## src/hw/rtl/command_tokenizer_defines.svh

```systemverilog
// assertion macros for the command tokenizer
// expects aclk and aresetn in the scope where a macro is used

`ifndef COMMAND_TOKENIZER_DEFINES_SVH
`define COMMAND_TOKENIZER_DEFINES_SVH

// same-cycle implication, off during reset
`define CTOK_ASSERT_NOW(label, ante, cons, msg) \
    label: assert property (@(posedge aclk) disable iff (!aresetn) (ante) |-> (cons)) \
        else $error(msg);

// next-cycle implication, off during reset
`define CTOK_ASSERT_NEXT(label, ante, cons, msg) \
    label: assert property (@(posedge aclk) disable iff (!aresetn) (ante) |=> (cons)) \
        else $error(msg);

`endif

```

## src/hw/rtl/ctok_pkg.sv

```systemverilog
// shared types and constants of the command tokenizer
// no dependencies

package ctok_pkg;

    localparam int BYTE_W = 8;
    localparam int IDX_W  = 11;

    // token limit ceiling; larger max_tokens values are clipped to it
    localparam logic [IDX_W-1:0] TOKEN_LIMIT_MAX = 11'd1024;
    localparam logic [IDX_W-1:0] MAX_TOKENS_RST  = 11'd1024;

    // character codes
    localparam logic [BYTE_W-1:0] CH_SPACE = 8'h20;
    localparam logic [BYTE_W-1:0] CH_QUOTE = 8'h22;
    localparam logic [BYTE_W-1:0] CH_STAR  = 8'h2A;
    localparam logic [BYTE_W-1:0] CH_SLASH = 8'h2F;

    // configuration register indexes
    localparam logic CFG_PLAIN_QUOTES = 1'b0;
    localparam logic CFG_MAX_TOKENS   = 1'b1;

    // result kinds
    typedef enum logic [1:0] {
        KIND_BYTE = 2'd0,
        KIND_END  = 2'd1,
        KIND_DONE = 2'd2
    } kind_t;

    // scanner modes, one-hot
    typedef enum logic [4:0] {
        MODE_SKIP    = 5'b00001,
        MODE_REGULAR = 5'b00010,
        MODE_QUOTED  = 5'b00100,
        MODE_COMMENT = 5'b01000,
        MODE_IGNORE  = 5'b10000
    } mode_t;

    // one queue entry: all results of one input beat
    typedef struct packed {
        logic              jv;     // judged byte gave a result
        logic              jend;   // that result is an end of token
        logic [BYTE_W-1:0] jbyte;
        logic [IDX_W-1:0]  jidx;
        logic              tend;   // open token closed by the line end
        logic              fin;    // line finished
        logic [IDX_W-1:0]  cnt;    // token count after the judged byte
    } cmd_t;

    typedef struct packed {
        logic full;
        logic empty;
    } q_stat_t;

    typedef struct packed {
        logic             plain_quotes;
        logic [IDX_W-1:0] max_tokens;
    } cfg_t;

endpackage

```

## src/hw/rtl/command_tokenizer.sv

```systemverilog
// command tokenizer top level: config registers, front end, entry queue, result sequencer
// depends on ctok_pkg, ctok_front, ctok_queue, ctok_back and command_tokenizer_defines.svh
//
// channel   dir  payload                                   meaning
// s_        in   tdata: in_byte[7:0]; tlast: end_of_line   one character of the line
// m_        out  tdata: out_byte[7:0], token_index[18:8]   token byte, token end or line done
//                tuser: out_kind[1:0]; tlast: last
// cfg_      in   cfg_addr 0 plain_quotes, 1 max_tokens     plain register write
//
// one character beat is taken per cycle while the entry queue has room
// a character beat yields at most one result beat; only a line end yields up to three,
// and the sequencer sends one per cycle while m_tready is high, so line ends drain slower than they arrive
// a result is registered in the entry queue, then in the output register, before m_tvalid shows it
// reset is synchronous, active low; no clearing pass, the block is ready right after
// a stalled m_ side fills the queue, then s_tready drops

`include "command_tokenizer_defines.svh"

module command_tokenizer
    import ctok_pkg::*;
#(
    parameter int QUEUE_DEPTH = 4   // entries between front and back, at least 2
) (
    input  logic        aclk,
    input  logic        aresetn,
    // character input
    input  logic        s_tvalid,
    output logic        s_tready,
    input  logic [7:0]  s_tdata,    // [7:0] in_byte
    input  logic        s_tlast,    // end_of_line
    // result output
    output logic        m_tvalid,
    input  logic        m_tready,
    output logic [23:0] m_tdata,    // [7:0] out_byte, [18:8] token_index, rest zero
    output logic [1:0]  m_tuser,    // [1:0] out_kind
    output logic        m_tlast,    // last result of the input beat
    // configuration
    input  logic        cfg_wr_en,
    input  logic        cfg_addr,
    input  logic [10:0] cfg_wdata
);

    // configuration registers
    cfg_t    cfg_reg, cfg_next;

    logic    s_accept;
    logic    q_push, q_pop;
    cmd_t    q_in, q_head;
    q_stat_t q_stat;

    kind_t             m_kind;
    logic [BYTE_W-1:0] m_byte;
    logic [IDX_W-1:0]  m_idx;

    always_comb begin
        cfg_next = cfg_reg;
        if (cfg_wr_en) begin
            case (cfg_addr)
                CFG_PLAIN_QUOTES: cfg_next.plain_quotes = cfg_wdata[0];
                CFG_MAX_TOKENS:   cfg_next.max_tokens   = cfg_wdata;
                default:          cfg_next              = cfg_reg;
            endcase
        end
    end

    always_ff @(posedge aclk) begin
        if (!aresetn) begin
            cfg_reg.plain_quotes <= 1'b0;
            cfg_reg.max_tokens   <= MAX_TOKENS_RST;
        end else begin
            cfg_reg <= cfg_next;
        end
    end

    // front takes a beat whenever the queue can take its entry
    assign s_tready = !q_stat.full;
    assign s_accept = s_tvalid && s_tready;

    ctok_front u_front (
        .aclk      (aclk),
        .aresetn   (aresetn),
        .in_accept (s_accept),
        .in_byte   (s_tdata),
        .in_eol    (s_tlast),
        .cfg       (cfg_reg),
        .push      (q_push),
        .cmd       (q_in)
    );

    ctok_queue #(
        .DEPTH (QUEUE_DEPTH)
    ) u_queue (
        .aclk      (aclk),
        .aresetn   (aresetn),
        .push      (q_push),
        .push_data (q_in),
        .pop       (q_pop),
        .head      (q_head),
        .stat      (q_stat)
    );

    ctok_back u_back (
        .aclk      (aclk),
        .aresetn   (aresetn),
        .head      (q_head),
        .empty     (q_stat.empty),
        .pop       (q_pop),
        .out_valid (m_tvalid),
        .out_ready (m_tready),
        .out_kind  (m_kind),
        .out_byte  (m_byte),
        .out_idx   (m_idx),
        .out_last  (m_tlast)
    );

    // pack result fields, lowest first
    assign m_tdata = {5'b0, m_idx, m_byte};
    assign m_tuser = m_kind;

    // checks
    `CTOK_ASSERT_NOW(a_no_overflow, q_push, !q_stat.full, "entry pushed into a full queue")
    `CTOK_ASSERT_NOW(a_done_is_last, m_tvalid && (m_kind == KIND_DONE), m_tlast, "line done not last")
    `CTOK_ASSERT_NOW(a_index_range, m_tvalid && (m_kind != KIND_DONE), m_idx < TOKEN_LIMIT_MAX, "token index beyond limit")
    `CTOK_ASSERT_NEXT(a_pop_marks_last, q_pop, m_tvalid && m_tlast, "entry retired without a last beat")

endmodule

```

## src/hw/rtl/ctok_front.sv

```systemverilog
// front end: holds one byte of lookahead, runs the scan modes and builds queue entries
// depends on ctok_pkg

module ctok_front
    import ctok_pkg::*;
(
    input  logic              aclk,
    input  logic              aresetn,
    input  logic              in_accept,
    input  logic [BYTE_W-1:0] in_byte,
    input  logic              in_eol,
    input  cfg_t              cfg,
    output logic              push,
    output cmd_t              cmd
);

    mode_t             mode_reg, mode_next;
    logic [BYTE_W-1:0] held_byte_reg, held_byte_next;
    logic              held_valid_reg, held_valid_next;
    logic [IDX_W-1:0]  count_reg, count_next;

    logic              eol;
    logic [BYTE_W-1:0] c, nxt;
    logic [IDX_W-1:0]  limit, cur_idx;
    logic              is_quote, slash_pair, sep;
    mode_t             sk_mode, mode_j;
    logic              sk_inc, sk_emit;
    logic [IDX_W-1:0]  count_j;
    logic              swallow, jv, jend;
    logic [BYTE_W-1:0] jbyte;
    logic [IDX_W-1:0]  jidx;

    assign eol     = in_eol || (in_byte == '0);
    assign c       = held_byte_reg;
    assign nxt     = eol ? '0 : in_byte;
    assign limit   = (cfg.max_tokens > TOKEN_LIMIT_MAX) ? TOKEN_LIMIT_MAX : cfg.max_tokens;
    assign cur_idx = (count_reg == '0) ? '0 : count_reg - 1'b1;

    assign is_quote   = (c == CH_QUOTE) && !cfg.plain_quotes;
    assign slash_pair = (c == CH_SLASH) && ((nxt == CH_SLASH) || (nxt == CH_STAR));
    assign sep        = (c <= CH_SPACE) || is_quote || slash_pair;

    // whitespace-skipping decision, also used after a regular token closes
    always_comb begin
        sk_mode = MODE_SKIP;
        sk_inc  = 1'b0;
        sk_emit = 1'b0;
        if (c <= CH_SPACE) begin
            sk_mode = MODE_SKIP;
        end else if ((c == CH_SLASH) && (nxt == CH_SLASH)) begin
            sk_mode = MODE_IGNORE;
        end else if ((c == CH_SLASH) && (nxt == CH_STAR)) begin
            sk_mode = MODE_COMMENT;
        end else if (count_reg >= limit) begin
            sk_mode = MODE_IGNORE;
        end else begin
            sk_inc = 1'b1;
            if (is_quote) begin
                sk_mode = MODE_QUOTED;
            end else begin
                sk_mode = MODE_REGULAR;
                sk_emit = 1'b1;
            end
        end
    end

    // judge the held byte against the incoming one
    always_comb begin
        mode_j  = mode_reg;
        count_j = count_reg;
        swallow = 1'b0;
        jv      = 1'b0;
        jend    = 1'b0;
        jbyte   = c;
        jidx    = cur_idx;
        if (held_valid_reg) begin
            case (mode_reg)
                MODE_SKIP: begin
                    mode_j  = sk_mode;
                    count_j = count_reg + IDX_W'(sk_inc);
                    jv      = sk_emit;
                    jidx    = count_reg;
                end
                MODE_REGULAR: begin
                    jv = 1'b1;
                    if (sep) begin
                        // close the token, then treat the byte as in skip mode
                        jend    = 1'b1;
                        mode_j  = sk_mode;
                        count_j = count_reg + IDX_W'(sk_inc);
                    end
                end
                MODE_QUOTED: begin
                    jv = 1'b1;
                    if (c == CH_QUOTE) begin
                        jend   = 1'b1;
                        mode_j = MODE_SKIP;
                    end
                end
                MODE_COMMENT: begin
                    if ((c == CH_STAR) && (nxt == CH_SLASH)) begin
                        mode_j  = MODE_SKIP;
                        swallow = 1'b1;
                    end
                end
                MODE_IGNORE: begin
                    mode_j = MODE_IGNORE;
                end
                default: begin
                    mode_j = MODE_SKIP;
                end
            endcase
        end
    end

    always_comb begin
        cmd.jv    = jv;
        cmd.jend  = jend;
        cmd.jbyte = jend ? '0 : jbyte;
        cmd.jidx  = jidx;
        cmd.tend  = eol && ((mode_j == MODE_REGULAR) || (mode_j == MODE_QUOTED));
        cmd.fin   = eol;
        cmd.cnt   = count_j;
    end

    assign push = in_accept && (jv || eol);

    always_comb begin
        mode_next       = mode_reg;
        count_next      = count_reg;
        held_byte_next  = held_byte_reg;
        held_valid_next = held_valid_reg;
        if (in_accept) begin
            if (eol) begin
                mode_next       = MODE_SKIP;
                count_next      = '0;
                held_byte_next  = '0;
                held_valid_next = 1'b0;
            end else begin
                mode_next       = mode_j;
                count_next      = count_j;
                held_byte_next  = swallow ? '0 : in_byte;
                held_valid_next = !swallow;
            end
        end
    end

    always_ff @(posedge aclk) begin
        if (!aresetn) begin
            mode_reg       <= MODE_SKIP;
            count_reg      <= '0;
            held_byte_reg  <= '0;
            held_valid_reg <= 1'b0;
        end else begin
            mode_reg       <= mode_next;
            count_reg      <= count_next;
            held_byte_reg  <= held_byte_next;
            held_valid_reg <= held_valid_next;
        end
    end

endmodule

```

## src/hw/rtl/ctok_queue.sv

```systemverilog
// short entry queue between the front end and the result sequencer
// depends on ctok_pkg

module ctok_queue
    import ctok_pkg::*;
#(
    parameter int DEPTH = 4
) (
    input  logic    aclk,
    input  logic    aresetn,
    input  logic    push,
    input  cmd_t    push_data,
    input  logic    pop,
    output cmd_t    head,
    output q_stat_t stat
);

    localparam int PTR_W = $clog2(DEPTH);
    localparam int CNT_W = $clog2(DEPTH + 1);

    cmd_t             mem_reg [DEPTH];
    logic [PTR_W-1:0] wr_ptr_reg, wr_ptr_next;
    logic [PTR_W-1:0] rd_ptr_reg, rd_ptr_next;
    logic [CNT_W-1:0] count_reg, count_next;

    assign stat.full  = (count_reg == CNT_W'(DEPTH));
    assign stat.empty = (count_reg == '0);
    assign head       = mem_reg[rd_ptr_reg];

    always_comb begin
        wr_ptr_next = wr_ptr_reg;
        rd_ptr_next = rd_ptr_reg;
        count_next  = count_reg;
        if (push) begin
            wr_ptr_next = (wr_ptr_reg == PTR_W'(DEPTH - 1)) ? '0 : wr_ptr_reg + 1'b1;
        end
        if (pop) begin
            rd_ptr_next = (rd_ptr_reg == PTR_W'(DEPTH - 1)) ? '0 : rd_ptr_reg + 1'b1;
        end
        if (push && !pop) begin
            count_next = count_reg + 1'b1;
        end else if (pop && !push) begin
            count_next = count_reg - 1'b1;
        end
    end

    always_ff @(posedge aclk) begin
        if (!aresetn) begin
            wr_ptr_reg <= '0;
            rd_ptr_reg <= '0;
            count_reg  <= '0;
        end else begin
            wr_ptr_reg <= wr_ptr_next;
            rd_ptr_reg <= rd_ptr_next;
            count_reg  <= count_next;
        end
    end

    always_ff @(posedge aclk) begin
        if (push) begin
            mem_reg[wr_ptr_reg] <= push_data;
        end
    end

endmodule

```

## src/hw/rtl/ctok_back.sv

```systemverilog
// back end: expands each queue entry into one to three result beats
// depends on ctok_pkg

module ctok_back
    import ctok_pkg::*;
(
    input  logic              aclk,
    input  logic              aresetn,
    input  cmd_t              head,
    input  logic              empty,
    output logic              pop,
    output logic              out_valid,
    input  logic              out_ready,
    output kind_t             out_kind,
    output logic [BYTE_W-1:0] out_byte,
    output logic [IDX_W-1:0]  out_idx,
    output logic              out_last
);

    logic [2:0]        done_reg, done_next;
    logic              valid_reg, valid_next;
    kind_t             kind_reg, kind_next;
    logic [BYTE_W-1:0] byte_reg, byte_next;
    logic [IDX_W-1:0]  idx_reg, idx_next;
    logic              last_reg, last_next;

    logic [2:0]        rem, sel;
    logic              load, sel_last;
    logic [IDX_W-1:0]  end_idx;

    // slot 0 judged byte, slot 1 token closed by line end, slot 2 line done
    assign rem      = {head.fin, head.tend, head.jv} & ~done_reg;
    assign sel      = rem & (~rem + 3'd1);
    assign sel_last = ((rem & ~sel) == '0);
    assign end_idx  = (head.cnt == '0) ? '0 : head.cnt - 1'b1;
    assign load     = !empty && (!valid_reg || out_ready);
    assign pop      = load && sel_last;

    always_comb begin
        done_next  = done_reg;
        valid_next = valid_reg;
        kind_next  = kind_reg;
        byte_next  = byte_reg;
        idx_next   = idx_reg;
        last_next  = last_reg;
        if (load) begin
            valid_next = 1'b1;
            last_next  = sel_last;
            done_next  = sel_last ? '0 : (done_reg | sel);
            if (sel[0]) begin
                kind_next = head.jend ? KIND_END : KIND_BYTE;
                byte_next = head.jbyte;
                idx_next  = head.jidx;
            end else if (sel[1]) begin
                kind_next = KIND_END;
                byte_next = '0;
                idx_next  = end_idx;
            end else begin
                kind_next = KIND_DONE;
                byte_next = '0;
                idx_next  = head.cnt;
            end
        end else if (out_ready) begin
            valid_next = 1'b0;
        end
    end

    always_ff @(posedge aclk) begin
        if (!aresetn) begin
            done_reg  <= '0;
            valid_reg <= 1'b0;
        end else begin
            done_reg  <= done_next;
            valid_reg <= valid_next;
        end
    end

    always_ff @(posedge aclk) begin
        kind_reg <= kind_next;
        byte_reg <= byte_next;
        idx_reg  <= idx_next;
        last_reg <= last_next;
    end

    assign out_valid = valid_reg;
    assign out_kind  = kind_reg;
    assign out_byte  = byte_reg;
    assign out_idx   = idx_reg;
    assign out_last  = last_reg;

endmodule

```

## config.mk

```make
export PLATFORM = sky130hd
export DESIGN_NAME = command_tokenizer
export DESIGN_NICKNAME = d
export VERILOG_FILES = /design/src/hw/rtl/ctok_pkg.sv /design/src/hw/rtl/command_tokenizer.sv /design/src/hw/rtl/ctok_front.sv /design/src/hw/rtl/ctok_queue.sv /design/src/hw/rtl/ctok_back.sv
export VERILOG_INCLUDE_DIRS = /design/src /design/src/hw/rtl
export SDC_FILE = /design/constraint.sdc
export NUM_CORES = 1
export LEC_CHECK = 0
export ABC_CLOCK_PERIOD_IN_PS = 4000
export BUFFER_PORTS_ARGS = -buffer_cell sky130_fd_sc_hd__buf_2
export CORE_ASPECT_RATIO = 1.75
export CORE_MARGIN = 4
export CORE_UTILIZATION = 47
export DETAILED_ROUTE_END_ITERATION = 16
export GPL_TIMING_DRIVEN = 0
export PLACE_DENSITY_LB_ADDON = 0.2
export SKIP_CTS_REPAIR_TIMING = 1
export SLEW_MARGIN = 20
export SYNTH_ARGS = -nofsm -noshare
export SYNTH_HDL_FRONTEND = slang
export SYNTH_SLANG_ARGS = --single-unit
```

## constraint.sdc

```tcl
create_clock -name aclk -period 4 [get_ports aclk]
set_input_delay 0.6 -clock aclk [delete_from_list [all_inputs] [get_ports aclk]]
set_output_delay 0.6 -clock aclk [all_outputs]
set_load 0.01 [all_outputs]
```

=== After elaboration in Yosys (flattened, before gate mapping) ===
Memory sizes are Yosys's and may differ from the RTL's. A register that Yosys moved wholly into a read port is not among the register bits.
Cells that the tools add are included.

* $lt $le $gt $ge: 3
* Bitwise logic cells: 8
* Reductions and logical operators: 36
* Equality and inequality tests: 15
* Muxes and demuxes: 59
* Add/subtract/negate cells: 8

{| class="wikitable"
|+ Operators with widths
! cell !! number
|-
| 11-bit two-way mux || 10
|-
| 5-bit two-way mux || 9
|-
| 8-bit by 6-bit == test with 1-bit output (second input constant) || 5
|-
| 8-bit two-way mux || 4
|-
| 5-bit one-hot mux with 5 select lines || 1
|-
| 11-bit zero test || 2
|-
| 1-bit two-way mux || 22
|-
| 11-bit one-hot mux with 2 select lines || 1
|-
| 11-bit by 1-bit subtractor with 11-bit output (second input constant) || 2
|-
| 1-bit logical AND || 12
|-
| 2-bit two-way mux || 6
|-
| 3-bit two-way mux || 4
|-
| 11-bit by 1-bit adder with 11-bit output || 1
|-
| 11-bit >= comparator || 1
|-
| 11-bit > comparator (second input constant) || 1
|-
| 5-bit by 2-bit == test with 1-bit output (second input constant) || 2
|-
| 5-bit by 3-bit == test with 1-bit output (second input constant) || 2
|-
| 3-bit bitwise AND || 3
|-
| 3-bit NOT || 3
|-
| 8-bit by 6-bit less-or-equal comparator with 1-bit output (second input constant) || 1
|-
| 8-bit zero test || 1
|-
| 1-bit zero test || 7
|-
| 1-bit logical OR || 7
|-
| 3-bit by 1-bit adder with 3-bit output (second input constant) || 2
|-
| 14 further kinds || 20
|}

* Register bits after elaboration: 70
* Memory bits (writable): 136
* Input bits: 26
* Logic and storage cells: 145
* Memories kept: 1
* Output and inout port bits: 29

{| class="wikitable"
|+ Memories
! memory !! words !! width !! rd ports !! clocked after memory_dff !! wr ports !! line !! text
|-
| u_queue.mem_reg || 4 || 34 || 1 || 1 || 1 || ctok_queue.sv:21 || <nowiki>cmd_t mem_reg [DEPTH];</nowiki>
|}

=== Logic depth before layout (Yosys ltp) ===
Gate-level depths: netlist of run 1.

* Depth after elaboration: 16
* Gate-level depth with buffers: 16
* Mapped depth without buffers: 15

=== Cells and area by module ===
Synthesis of run 1 repeated with hierarchy kept, for this count alone.

* Cell total of the unflattened synthesis: 723
* Area total of the unflattened synthesis: 9,683.0 µm²

{| class="wikitable"
|+ By module, submodules not included
! module !! seq. area each (µm²) !! area an instance (µm²) !! cells an instance !! instances
|-
| ctok_queue || 4,264.1 || 5,412.7 || 222 || 1
|-
| ctok_front || 500.5 || 2,336.0 || 314 || 1
|-
| ctok_back || 740.7 || 1,360.1 || 125 || 1
|-
| command_tokenizer || 240.2 || 574.3 || 62 || 1
|}

=== Worst setup path after synthesis of run 1 ===
No wires, ideal clock.

* Kind: reg2reg
* Start point: register cfg_reg[10] in the netlist's numbering
* End point: register u_queue.count_reg[2]
* Setup time: 76 ps
* Slack: 306 ps
* Period minus slack after synthesis: 3,694 ps
* Stages on the path, launching flop included: 16
* Arrival: 3,618 ps
* Path buffers: 1
* Required time: 3,924 ps
* Cell sequence: dfxtp_1 inv_1 clkbuf_1 nand2_1 ha_1 a2111oi_0 o21a_1 o211ai_1 or2_2 o41ai_4 ha_1 inv_1 fa_1 xor2_1 or3_1 a21boi_0

* Word-level cells in the longest chain between the ends: 14
* Elaborated cells between the ends (all ways): 16
* Those cells by class: order compare (2); mux (8); reduce/logical (6)

{| class="wikitable"
|+ RTL lines
! item !! line !! text
|-
| from (decl) || command_tokenizer.sv:44 || <nowiki>cfg_t cfg_reg, cfg_next;</nowiki>
|-
| from (signal assigned) || command_tokenizer.sv:71 || <nowiki>cfg_reg <= cfg_next;</nowiki>
|-
| 11-bit > comparator || ctok_front.sv:36 || <nowiki>assign limit = (cfg.max_tokens > TOKEN_LIMIT_MAX) ? TOKEN_LIMIT_MAX : cfg.max_tokens;</nowiki>
|-
| 11-bit two-way mux (*) || ctok_front.sv:36 ||
|-
| 11-bit >= comparator (*) || ctok_front.sv:54 || <nowiki>end else if (count_reg >= limit) begin</nowiki>
|-
| 1-bit two-way mux (*) || ctok_front.sv:54 ||
|-
| 1-bit two-way mux (*) || ctok_front.sv:52 || <nowiki>end else if ((c == CH_SLASH) && (nxt == CH_STAR)) begin</nowiki>
|-
| 1-bit two-way mux (*) || ctok_front.sv:50 || <nowiki>end else if ((c == CH_SLASH) && (nxt == CH_SLASH)) begin</nowiki>
|-
| 1-bit two-way mux (*) || ctok_front.sv:48 || <nowiki>if (c <= CH_SPACE) begin</nowiki>
|-
| 1-bit one-hot mux with 2 select lines (*) || ctok_front.sv:77 || <nowiki>case (mode_reg)</nowiki>
|-
| 1-bit two-way mux (*) || ctok_front.sv:76 || <nowiki>if (held_valid_reg) begin</nowiki>
|-
| 1-bit logical OR (*) || ctok_front.sv:126 || <nowiki>assign push = in_accept && (jv || eol);</nowiki>
|-
| 1-bit logical AND (*) || ctok_front.sv:126 ||
|-
| net q_push || command_tokenizer.sv:47 || <nowiki>logic q_push, q_pop;</nowiki>
|-
| 1-bit zero test || ctok_queue.sv:42 || <nowiki>end else if (pop && !push) begin</nowiki>
|-
| 1-bit logical AND || ctok_queue.sv:42 ||
|-
| 2-bit nonzero test (no line) || n/a ||
|-
| to (signal assigned) || ctok_queue.sv:55 || <nowiki>count_reg <= count_next;</nowiki>
|-
| to (decl) || ctok_queue.sv:24 || <nowiki>logic [CNT_W-1:0] count_reg, count_next;</nowiki>
|}

Mark *: on every way through the listed nets, which the timed path passes. The rest lies on a longest branch.
A chain may end at the register's enable or synchronous reset.

==> qor.csv, run 1 <==
metric,value,unit
status,"complete, no violations",
PortBufs,49,
drt wl/cell,19.0,um
clk sink count,208,
worst hold stages,3,
combinational power share,25.4,%
Largest register FFs,136,
clock power share,28.5,%
Worst Max-Slew Pin Slew,903,ps
Final Cell Area,10700,um^2
reg2reg start,u_front.count_reg[0],
FMAX,263,MHz
Core Footprint,19700,um^2
Post-layout nets,836,
fillers,1680,
"Seq/Total Area, Yosys",61.1,%
Syn Inst Count,707,
DR top layer,met4,
Min-Delay Path Class,in -> reg,
leakage,3.86,nW
number of distinct library cells after synthesis,69,
# rows,68,
Overflow after GRT,0,
Reg-to-Reg End,u_queue.mem_reg[0][8],
antenna fix cells,0,
startpoint class of the critical path,register,
Yosys warnings,0,
"EDFF count, synth",158,
drt drc,0,
post-synth top area share,50.5,%
DRT met1 WL,7610,um
WHS Endpoint,cfg_reg[10],
H-tree depth,1,
post-DR vias/cell,5.57,
"most common cell after layout, fill and taps aside",edfxtp_1,
area grow syn2layout,13.9,%
die height,195,um
GRT Total Usage,18.0,%
wire length on met3,730,um
R2R Setup Slk,190,ps
CP max FO,6,
Die X,115,um
Root Buffer,clkbuf_16,
Post-Syn Area,9400,um^2
clock skew,21.4,ps
routed vias,5821,
CP max-delay cell,dfxtp_2,
initial antenna violation count,0,
CP arrival,4080,ps
Sw Pwr,1.68,mW
cell internal pwr,4.16,mW
Worst-Skew Late Latency,490,ps
Max IR drop VDD,0.393,mV
cell repeated most along the worst path,ha_1,
PwrDens,546,nW/um^2
largest net degree at the start of global routing,24,
Synth area leaders,"edfxtp_1 50%, dfxtp_1 11%, mux4_2 7.7%",
unrepaired setup endpoints after global routing,yes,
fin crit period,3810,ps
"slowest stage delay, CP",380,ps
post-synthesis register bit count,208,
R2R depth,13,
Final Hold Fails,0,
HPWL after detailed placement,14500,um
sequential share of power,46.1,%
Worst Path Required,4270,ps
Post-Place Worst Slack,-513,ps
share of layout cells above drive strength 1,19.4,%
max_cap viols,0,
Top Ports,55,
Initial Util,47.6,%
Final WS setup,194,ps
Mean Syn Cell Area,13.3,um^2
first-pass GRT wire length,32000,um
sw frac,28.8,%
DP Cell Count,1010,
Crit Path Class,reg -> reg,
"area leader, netlist",edfxtp_1,
number of global-route vias before repair,6219,
antenna-violating nets left,0,
GPL Wtd Cong,0.888,
TritonCTS clock tree,done,
hold wc startpoint,cfg_wdata[10],
"commonest cells after routing, fill and taps aside","158 x edfxtp_1, 92 x nand2_1, 51 x buf_2",
Slew Limit Fails,0,
Slew HR,39.8,%
period utilization,95.1,%
Placed Area,10100,um^2
ys async rst share,0,%
Final Setup Violations,0,
initial DRC count,343,
CTS buffer count,19,
Clock Path Buffers,3,
met2 WL,11000,um
Synth Flop Type,edfxtp_1,
crit path cell chain,inv_1 -> ha_1 -> nand2b_1 -> a2111oi_4 -> o21a_1 -> o211ai_1 -> buf_4 -> nor3b_1 -> ha_1 -> ha_1 -> nand2_1 -> nor2_1 -> xor2_1,
Worst-path clk slew,70,ps
Pre-antenna DRT Iters,5,
Routed WL,19900,um
die area,22400,um^2
critical path capture point type,register,
Non-Filler Instances,1046,
==> kinds of logic after synthesis <==
family / synth area share, %
simple gates: 13.7
flops: 61.1
compound gates: 8.49
buf+inv: 2.54
mux: 8.76
xor+xnor: 2.24
fa+ha+maj: 3.11
other cells: 0.0399
==> per-layer routing <==
metal | track usage [%] | up-vias
met4 | 6.40 | 0
met5 | 0 | -
met3 | 2.14 | 32
li1 | - | 2810
met2 | 34.0 | 126
met1 | 20.4 | 2853
==> stage by stage <==
stage / total power [mW] / hold slack, ps / util [%] / setup TNS, ps
after floorplan: 3.75 / 439 / - / 0
after global placement: 4.14 / 455 / 50.5 / -126830
after detailed placement: 4.24 / 461 / 51.1 / -5770
after CTS: 5.92 / 315 / 54.0 / -7910
after global routing: 6.15 / 337 / 54.3 / -14.7
final: 5.85 / 339 / 54.3 / 0
==> synth_stat cells, types with 3 or more instances <==
| cell type | instances |
|---|---|
| a21boi_0 | 13 |
| a21o_1 | 3 |
| a21oi_1 | 15 |
| a22oi_1 | 12 |
| a31oi_1 | 3 |
| a32o_1 | 3 |
| and2_1 | 23 |
| and3_1 | 8 |
| and4_1 | 8 |
| buf_1 | 4 |
| buf_4 | 5 |
| clkbuf_1 | 24 |
| dfxtp_1 | 50 |
| edfxtp_1 | 158 |
| ha_1 | 21 |
| inv_1 | 16 |
| mux2i_1 | 5 |
| mux4_2 | 32 |
| nand2_1 | 92 |
| nand2b_1 | 6 |
| nand3_1 | 7 |
| nand4_1 | 7 |
| nor2_1 | 26 |
| nor2b_1 | 22 |
| nor3_1 | 12 |
| nor4_1 | 3 |
| o21a_1 | 4 |
| o21ai_0 | 35 |
| o22ai_1 | 4 |
| o31ai_1 | 8 |
| or2_2 | 4 |
| or3_1 | 4 |
| xnor2_1 | 8 |
| xor2_1 | 16 |
==> power by group through the flow <==
stage	registers (mW)	clock network, mW	logic (mW)
after global routing	2.72	1.80	1.63
final	2.70	1.67	1.48
after CTS	2.70	1.71	1.50
after floorplan	2.81	0	0.933
after detailed placement	2.75	0	1.50
after global placement	2.75	0	1.39
==> worst max-delay path, delay by kind of cell, from the launching register on <==
kind / cells / cell delay (ps)
AOI/OAI and AO/OA: 3 / 710
adders and majority gates: 3 / 880
and+or+nand+nor: 4 / 970
DFF: 1 / 380
buffers and inverters: 2 / 320
xor gates and xnor gates: 1 / 340
==> worst max path at each step <==
stage | from | endpoint | slack, ps | cells past startpoint
4_1_cts | cfg_reg[10] | u_queue.count_reg[2] | -560 | 15
2_1_floorplan | cfg_reg[10] | u_queue.count_reg[2] | 310 | 15
5_1_grt | u_front.count_reg[0] | u_queue.count_reg[2] | -10 | 14
3_5_place_dp | cfg_reg[10] | u_queue.count_reg[2] | -510 | 15
3_3_place_gp | cfg_reg[10] | u_queue.mem_reg[0][19] | -930 | 10
6_report | u_front.count_reg[0] | u_queue.mem_reg[0][8] | 190 | 13
==> cell type report <==
| type | instances | area (um^2) | share of cell area [%] |
|---|---|---|---|
| Tap cell | 245 | 307 | 2.86 |
| Clock buffer | 22 | 497 | 4.64 |
| Sequential cell | 208 | 5750 | 53.7 |
| Clock inverter | 12 | 70.1 | 0.654 |
| Buffer | 36 | 171 | 1.60 |
| Timing Repair Buffer | 57 | 375 | 3.51 |
| Multi-Input combinational cell | 449 | 3480 | 32.5 |
| Inverter | 17 | 63.8 | 0.596 |
Power figures use the tool's default switching activity.
==> run 2, diff against run 1 <==
Settings changed: ABC_AREA from default to 1, PLACE_DENSITY from default to 0.61, PLACE_DENSITY_LB_ADDON 0.2 to default, SYNTH_HIERARCHICAL from default to 1.
==> run 2 against run 1 <==
Effect of this change: register-to-register slack gained 20 ps; global-route usage grew 1.8 points; die area grew 8.6%; sequential cell count is the same; non-clock buffer count grew 9; routed wire length grew 22%; clock power grew 25%.
==> qor.csv, run 2 <==
metric,value,unit,change
max_cap viols,0,,unchanged
Post-layout nets,1193,,+43%
Routed WL,24300,um,+22%
number of distinct library cells after synthesis,45,,-35%
Max IR drop VDD,0.342,mV,-13%
share of layout cells above drive strength 1,21.1,%,+1.7 points
Final WS setup,216,ps,+21.7 ps
HPWL after detailed placement,17600,um,+21%
Slew Limit Fails,0,,unchanged
drt drc,0,,unchanged
Mean Syn Cell Area,9.65,um^2,-27%
reg2reg start,cfg_reg[6],,
initial antenna violation count,0,,unchanged
"slowest stage delay, CP",350,ps,-30 ps
startpoint class of the critical path,register,,
"area leader, netlist",edfxtp_1,,
Root Buffer,clkbuf_16,,
Worst-path clk slew,60,ps,about the same
first-pass GRT wire length,38000,um,+19%
CP max-delay cell,dfxtp_1,,
Post-Place Worst Slack,-220,ps,+293 ps
GRT Total Usage,19.8,%,+1.8 points
clk sink count,208,,unchanged
CTS buffer count,20,,+1
antenna-violating nets left,0,,unchanged
GPL Wtd Cong,0.866,,-2.4%
drt wl/cell,16.7,um,-12%
TritonCTS clock tree,done,,
Top Ports,55,,unchanged
Sw Pwr,2.66,mW,+58%
Pre-antenna DRT Iters,4,,-1
Final Hold Fails,0,,unchanged
R2R Setup Slk,220,ps,+20 ps
clock power share,27.7,%,-0.8 points
Crit Path Class,reg -> reg,,
status,"complete, no violations",,
period utilization,94.6,%,-0.54 points
post-DR vias/cell,5.22,,-6.2%
top post-synthesis cells by count,"193 x nand2_1, 158 x edfxtp_1, 129 x nor2_1",,
post-synth top area share,46.3,%,-4.2 points
Syn Inst Count,1063,,+50%
crit path cell chain,nor4_4 -> a31o_2 -> nand2_1 -> ha_1 -> nand2_1 -> nand2_1 -> nand2_1 -> nand2_1 -> a21oi_2 -> nand2_1 -> nor2_1 -> ha_1 -> nand2_1 -> nor2_2 -> nand4_1 -> buf_4 -> o21ai_1 -> nand2_1 -> a21oi_1 -> o21ai_0 -> nand2_1 -> nand2_1 -> a21oi_1,,
fin crit period,3780,ps,-21.7 ps
Overflow after GRT,0,,unchanged
R2R depth,23,,+10
fillers,2025,,+21%
CP max FO,5,,-1
die height,203,um,+4.3%
Slew HR,38.6,%,-1.1 points
initial DRC count,330,,-3.8%
"EDFF count, synth",158,,unchanged
Largest register FFs,136,,unchanged
Die X,120,um,+4.1%
Clock Path Buffers,3,,unchanged
Initial Util,47.7,%,+0.078 points
post-synthesis register bit count,208,,unchanged
CP arrival,4200,ps,+120 ps
PortBufs,49,,unchanged
Core Footprint,21500,um^2,+8.9%
PwrDens,639,nW/um^2,+17%
Worst-Skew Late Latency,490,ps,about the same
Min-Delay Path Class,in -> reg,,
Synth Flop Type,edfxtp_1,,
"count leader, synth",nand2_1,,
largest net degree at the start of global routing,30,,+25%
clock skew,13.6,ps,-7.82 ps
die area,24300,um^2,+8.6%
Synth area leaders,"edfxtp_1 46%, dfxtp_1 9.8%, nand2_1 7.1%",,
Reg-to-Reg End,u_front/count_reg[7],,
Worst Setup EP,u_front/count_reg[7],,
Worst Path Required,4420,ps,+150 ps
Worst Max-Slew Pin Slew,919,ps,+16.1 ps
area grow syn2layout,14.6,%,
# rows,71,,+4.4%
sequential share of power,37.1,%,-9.0 points
FMAX,264,MHz,+0.57%
combinational power share,35.2,%,+9.8 points
H-tree depth,1,,unchanged
Post-Syn Area,10300,um^2,+9.1%
CP Launch Point,cfg_reg[6],,
"Seq/Total Area, Yosys",56.0,%,-5.1 points
Total Power,7.51,mW,+29%
ys async rst share,0,%,unchanged
cell internal pwr,4.86,mW,+17%
"most common cell after layout, fill and taps aside",nand2_1,,
leakage,4.66,nW,+21%
antenna fix cells,0,,unchanged
Final Setup Violations,0,,unchanged
routed vias,7573,,+30%
Yosys warnings,6,,+6
cell repeated most along the worst path,nand2_1,,
"commonest cells after routing, fill and taps aside","193 x nand2_1, 158 x edfxtp_1, 128 x nor2_1",,
critical path capture point type,register,,
sw frac,35.4,%,+6.6 points
number of global-route vias before repair,7379,,+19%
-- run 2: power by group through the flow --
stage,Combinational (mW),Clock [mW],Sequential [mW]
detailed placement,2.67,0,2.83
floorplan,1.80,0,2.89
global route,2.94,2.20,2.81
global placement,2.63,0,2.83
finish,2.65,2.08,2.78
CTS,2.68,2.12,2.79
-- run 2: worst min-delay path by stage --
stage / to / cells past startpoint / from
after CTS: cfg_reg[10] / 3 / cfg_wdata[10]
after detailed placement: u_back/done_reg[0] / 2 / u_back/done_reg[0]
after floorplan: u_back/done_reg[2] / 2 / u_back/done_reg[2]
after global placement: u_back/done_reg[2] / 2 / u_back/done_reg[2]
final: cfg_reg[10] / 3 / cfg_wdata[10]
after global routing: cfg_reg[10] / 3 / cfg_wdata[10]
-- run 2: cell type report --
cell class | instances | area [um^2] | share of cell area [%]
plain buffers | 47 | 352 | 2.99
clock buffers | 22 | 529 | 4.50
clock inverters | 14 | 201 | 1.71
inverters | 109 | 414 | 3.52
multi-input cells | 703 | 3810 | 32.4
flip-flops and latches | 208 | 5750 | 48.9
well taps | 292 | 365 | 3.11
repair buffers | 55 | 340 | 2.90
-- run 2: critical path, delay by kind of cell (launching register included) --
family                   cells  cell delay (ps)
adder cells (fa/ha/maj)      2              470
flip-flops                   1              350
AO/OA/AOI/OAI                6              880
buffers and inverters        1              220
AND/OR/NAND/NOR             14             1780
-- run 2: metal layers --
layer / wire (um) / global-route usage [%]
met5: 0 / 0
met4: 1050 / 8.48
met2: 13200 / 38.2
met3: 901 / 2.16
met1: 9170 / 21.7
-- run 2: logic make-up (layout without fill, tap and decap cells) --
logic type / Yosys count / in the layout / share of synthesized area [%]
and+or+nand+nor: 473 / 473 / 21.2
DFF: 208 / 208 / 56.0
AOI/OAI and AO/OA: 194 / 195 / 11.8
buffers and inverters: 157 / 247 / 7.50
adders and majority gates: 23 / 23 / 2.88
xor gates and xnor gates: 7 / 7 / 0.598
other: 1 / 5 / 0.0366
-- run 2: metrics by stage --
step           cells  TNS (ps)  area (um^2)  hold slack, ps  utilization, %
6_report        1450         0        11800             314            54.7
5_1_grt         1450      -107        11800             342            54.7
4_1_cts         1448     -5720        11700             304            54.4
3_5_place_dp    1412     -4520        11000             445            51.0
3_3_place_gp    1408   -110730        10900             438            50.6
2_1_floorplan   1067         0        10300             423               -
==> run 3, diff against run 2 <==
Settings changed: MAX_ROUTING_LAYER from default to met4.
==> run 3 against run 2 <==
Effect of this change: routed wire length is essentially flat; combinational power is essentially flat; clock skew grew 0.61 ps; power is essentially flat; non-clock buffer count is the same.
==> qor.csv, run 3 (synthesized netlist as in run 2, its figures left out) <==
metric,value,unit,change
FMAX,265,MHz,+0.17%
max_cap viols,0,,unchanged
hold wc startpoint,cfg_wdata[10],,
Die X,120,um,unchanged
area grow syn2layout,14.6,%,unchanged
Final Cell Area,11800,um^2,unchanged
die area,24300,um^2,unchanged
GPL Wtd Cong,0.880,,+1.6%
sequential share of power,37.1,%,about the same
CP arrival,4200,ps,about the same
Final Setup Violations,0,,unchanged
CTS buffer count,20,,unchanged
Routed WL,24300,um,about the same
drt drc,0,,unchanged
Overflow after GRT,0,,unchanged
GRT Total Usage,20.4,%,+0.59 points
drt wl/cell,16.7,um,about the same
HPWL after detailed placement,17600,um,unchanged
Largest register FFs,136,,unchanged
worst hold stages,3,,unchanged
# rows,71,,unchanged
clk sink count,208,,unchanged
clock skew,14.2,ps,+0.605 ps
Core Footprint,21500,um^2,unchanged
R2R depth,23,,unchanged
cell internal pwr,4.86,mW,about the same
largest net degree at the start of global routing,30,,unchanged
reg2reg start,cfg_reg[6],,
Reg-to-Reg End,u_front/count_reg[7],,
CP max FO,5,,unchanged
Post-layout nets,1193,,unchanged
CP Launch Point,cfg_reg[6],,
fin crit period,3780,ps,-6.40 ps
initial DRC count,316,,-4.2%
leakage,4.66,nW,unchanged
R2R Setup Slk,220,ps,about the same
"most common cell after layout, fill and taps aside",nand2_1,,
share of layout cells above drive strength 1,21.1,%,unchanged
antenna-violating nets left,0,,unchanged
Worst-Skew Late Latency,490,ps,about the same
Root Buffer,clkbuf_16,,
Crit Path Class,reg -> reg,,
Min-Delay Path Class,in -> reg,,
Sw Pwr,2.66,mW,about the same
Worst Max-Slew Pin Slew,913,ps,-6.53 ps
"commonest cells after routing, fill and taps aside","193 x nand2_1, 158 x edfxtp_1, 128 x nor2_1",,
antenna fix cells,0,,unchanged
Top Ports,55,,unchanged
Pre-antenna DRT Iters,5,,+1
routed vias,7564,,-0.12%
first-pass GRT wire length,38000,um,unchanged
Worst-path clk slew,60,ps,about the same
critical path capture point type,register,,
initial antenna violation count,0,,unchanged
Slew HR,39.1,%,+0.44 points
H-tree depth,1,,unchanged
Non-Filler Instances,1450,,unchanged
DP Cell Count,1412,,unchanged
Slew Limit Fails,0,,unchanged
die height,203,um,unchanged
startpoint class of the critical path,register,,
Initial Util,47.7,%,unchanged
Worst Path Required,4420,ps,about the same
Max IR drop VDD,0.342,mV,about the same
Placed Area,11000,um^2,unchanged
status,"complete, no violations",,
Final Hold Fails,0,,unchanged
PortBufs,49,,unchanged
sw frac,35.4,%,about the same
period utilization,94.4,%,-0.16 points
number of global-route vias before repair,7376,,-0.041%
post-DR vias/cell,5.22,,-0.12%
clock power share,27.7,%,about the same
combinational power share,35.2,%,about the same
TritonCTS clock tree,done,,
Worst Setup EP,u_front/count_reg[7],,
Clock Path Buffers,3,,unchanged
PwrDens,639,nW/um^2,about the same
==> run 3: cell counts in the layout (fill, tap and decap cells not counted) <==
No cell type changed its count.
==> run 3: worst max-delay path, cell delays in order, from the launching register on <==
cell and delay, ps:
dfxtp_1 350, nor4_4 340, a31o_2 260, nand2_1 70
ha_1 290, nand2_1 70, nand2_1 40, nand2_1 50
nand2_1 80, a21oi_2 190, nand2_1 130, nor2_1 150
ha_1 180, nand2_1 140, nor2_2 180, nand4_1 240
buf_4 220, o21ai_1 110, nand2_1 60, a21oi_1 110
o21ai_0 100, nand2_1 150, nand2_1 70, a21oi_1 110
==> run 3: layer usage <==
layer / GRT usage, % / up-vias / part of all wire, %
met3: 2.16 / 59 / 3.6
met4: 8.48 / 0 / 4.3
met5: - / - / 0
met2: 38.2 / 172 / 54
li1: - / 3774 / -
met1: 21.7 / 3559 / 38
==> run 3: through the flow <==
stage / total power [mW] / hold slack [ps] / setup TNS, ps / setup WS [ps] / utilization [%]
after floorplan: 4.68 / 423 / 0 / 566 / -
after detailed placement: 5.50 / 445 / -4520 / -220 / 51.0
after global placement: 5.46 / 438 / -110730 / -863 / 50.6
after global routing: 7.95 / 342 / -107 / -57.7 / 54.7
final: 7.51 / 314 / 0 / 222 / 54.7
after CTS: 7.59 / 304 / -5720 / -222 / 54.4
==> run 3: final cells by class <==
| cell class | instances | area (um^2) |
|---|---|---|
| Multi-Input combinational cell | 703 | 3810 |
| Buffer | 47 | 352 |
| Inverter | 109 | 414 |
| Fill cell | 2025 | 9740 |
| Clock buffer | 22 | 529 |
| Timing Repair Buffer | 55 | 340 |
| Tap cell | 292 | 365 |
| Sequential cell | 208 | 5750 |
| Clock inverter | 14 | 201 |
==> run 3: how the worst min path moves through the flow <==
stage                               to
global route               cfg_reg[10]
global placement    u_back/done_reg[2]
detailed placement  u_back/done_reg[0]
CTS                        cfg_reg[10]
finish                     cfg_reg[10]
floorplan           u_back/done_reg[2]
==> run 3: power by group through the flow <==
stage	Sequential [mW]	Combinational [mW]	Clock [mW]
final	2.78	2.65	2.08
after global routing	2.81	2.94	2.20
after global placement	2.83	2.63	0
after detailed placement	2.83	2.67	0
after floorplan	2.89	1.80	0
after CTS	2.79	2.68	2.12
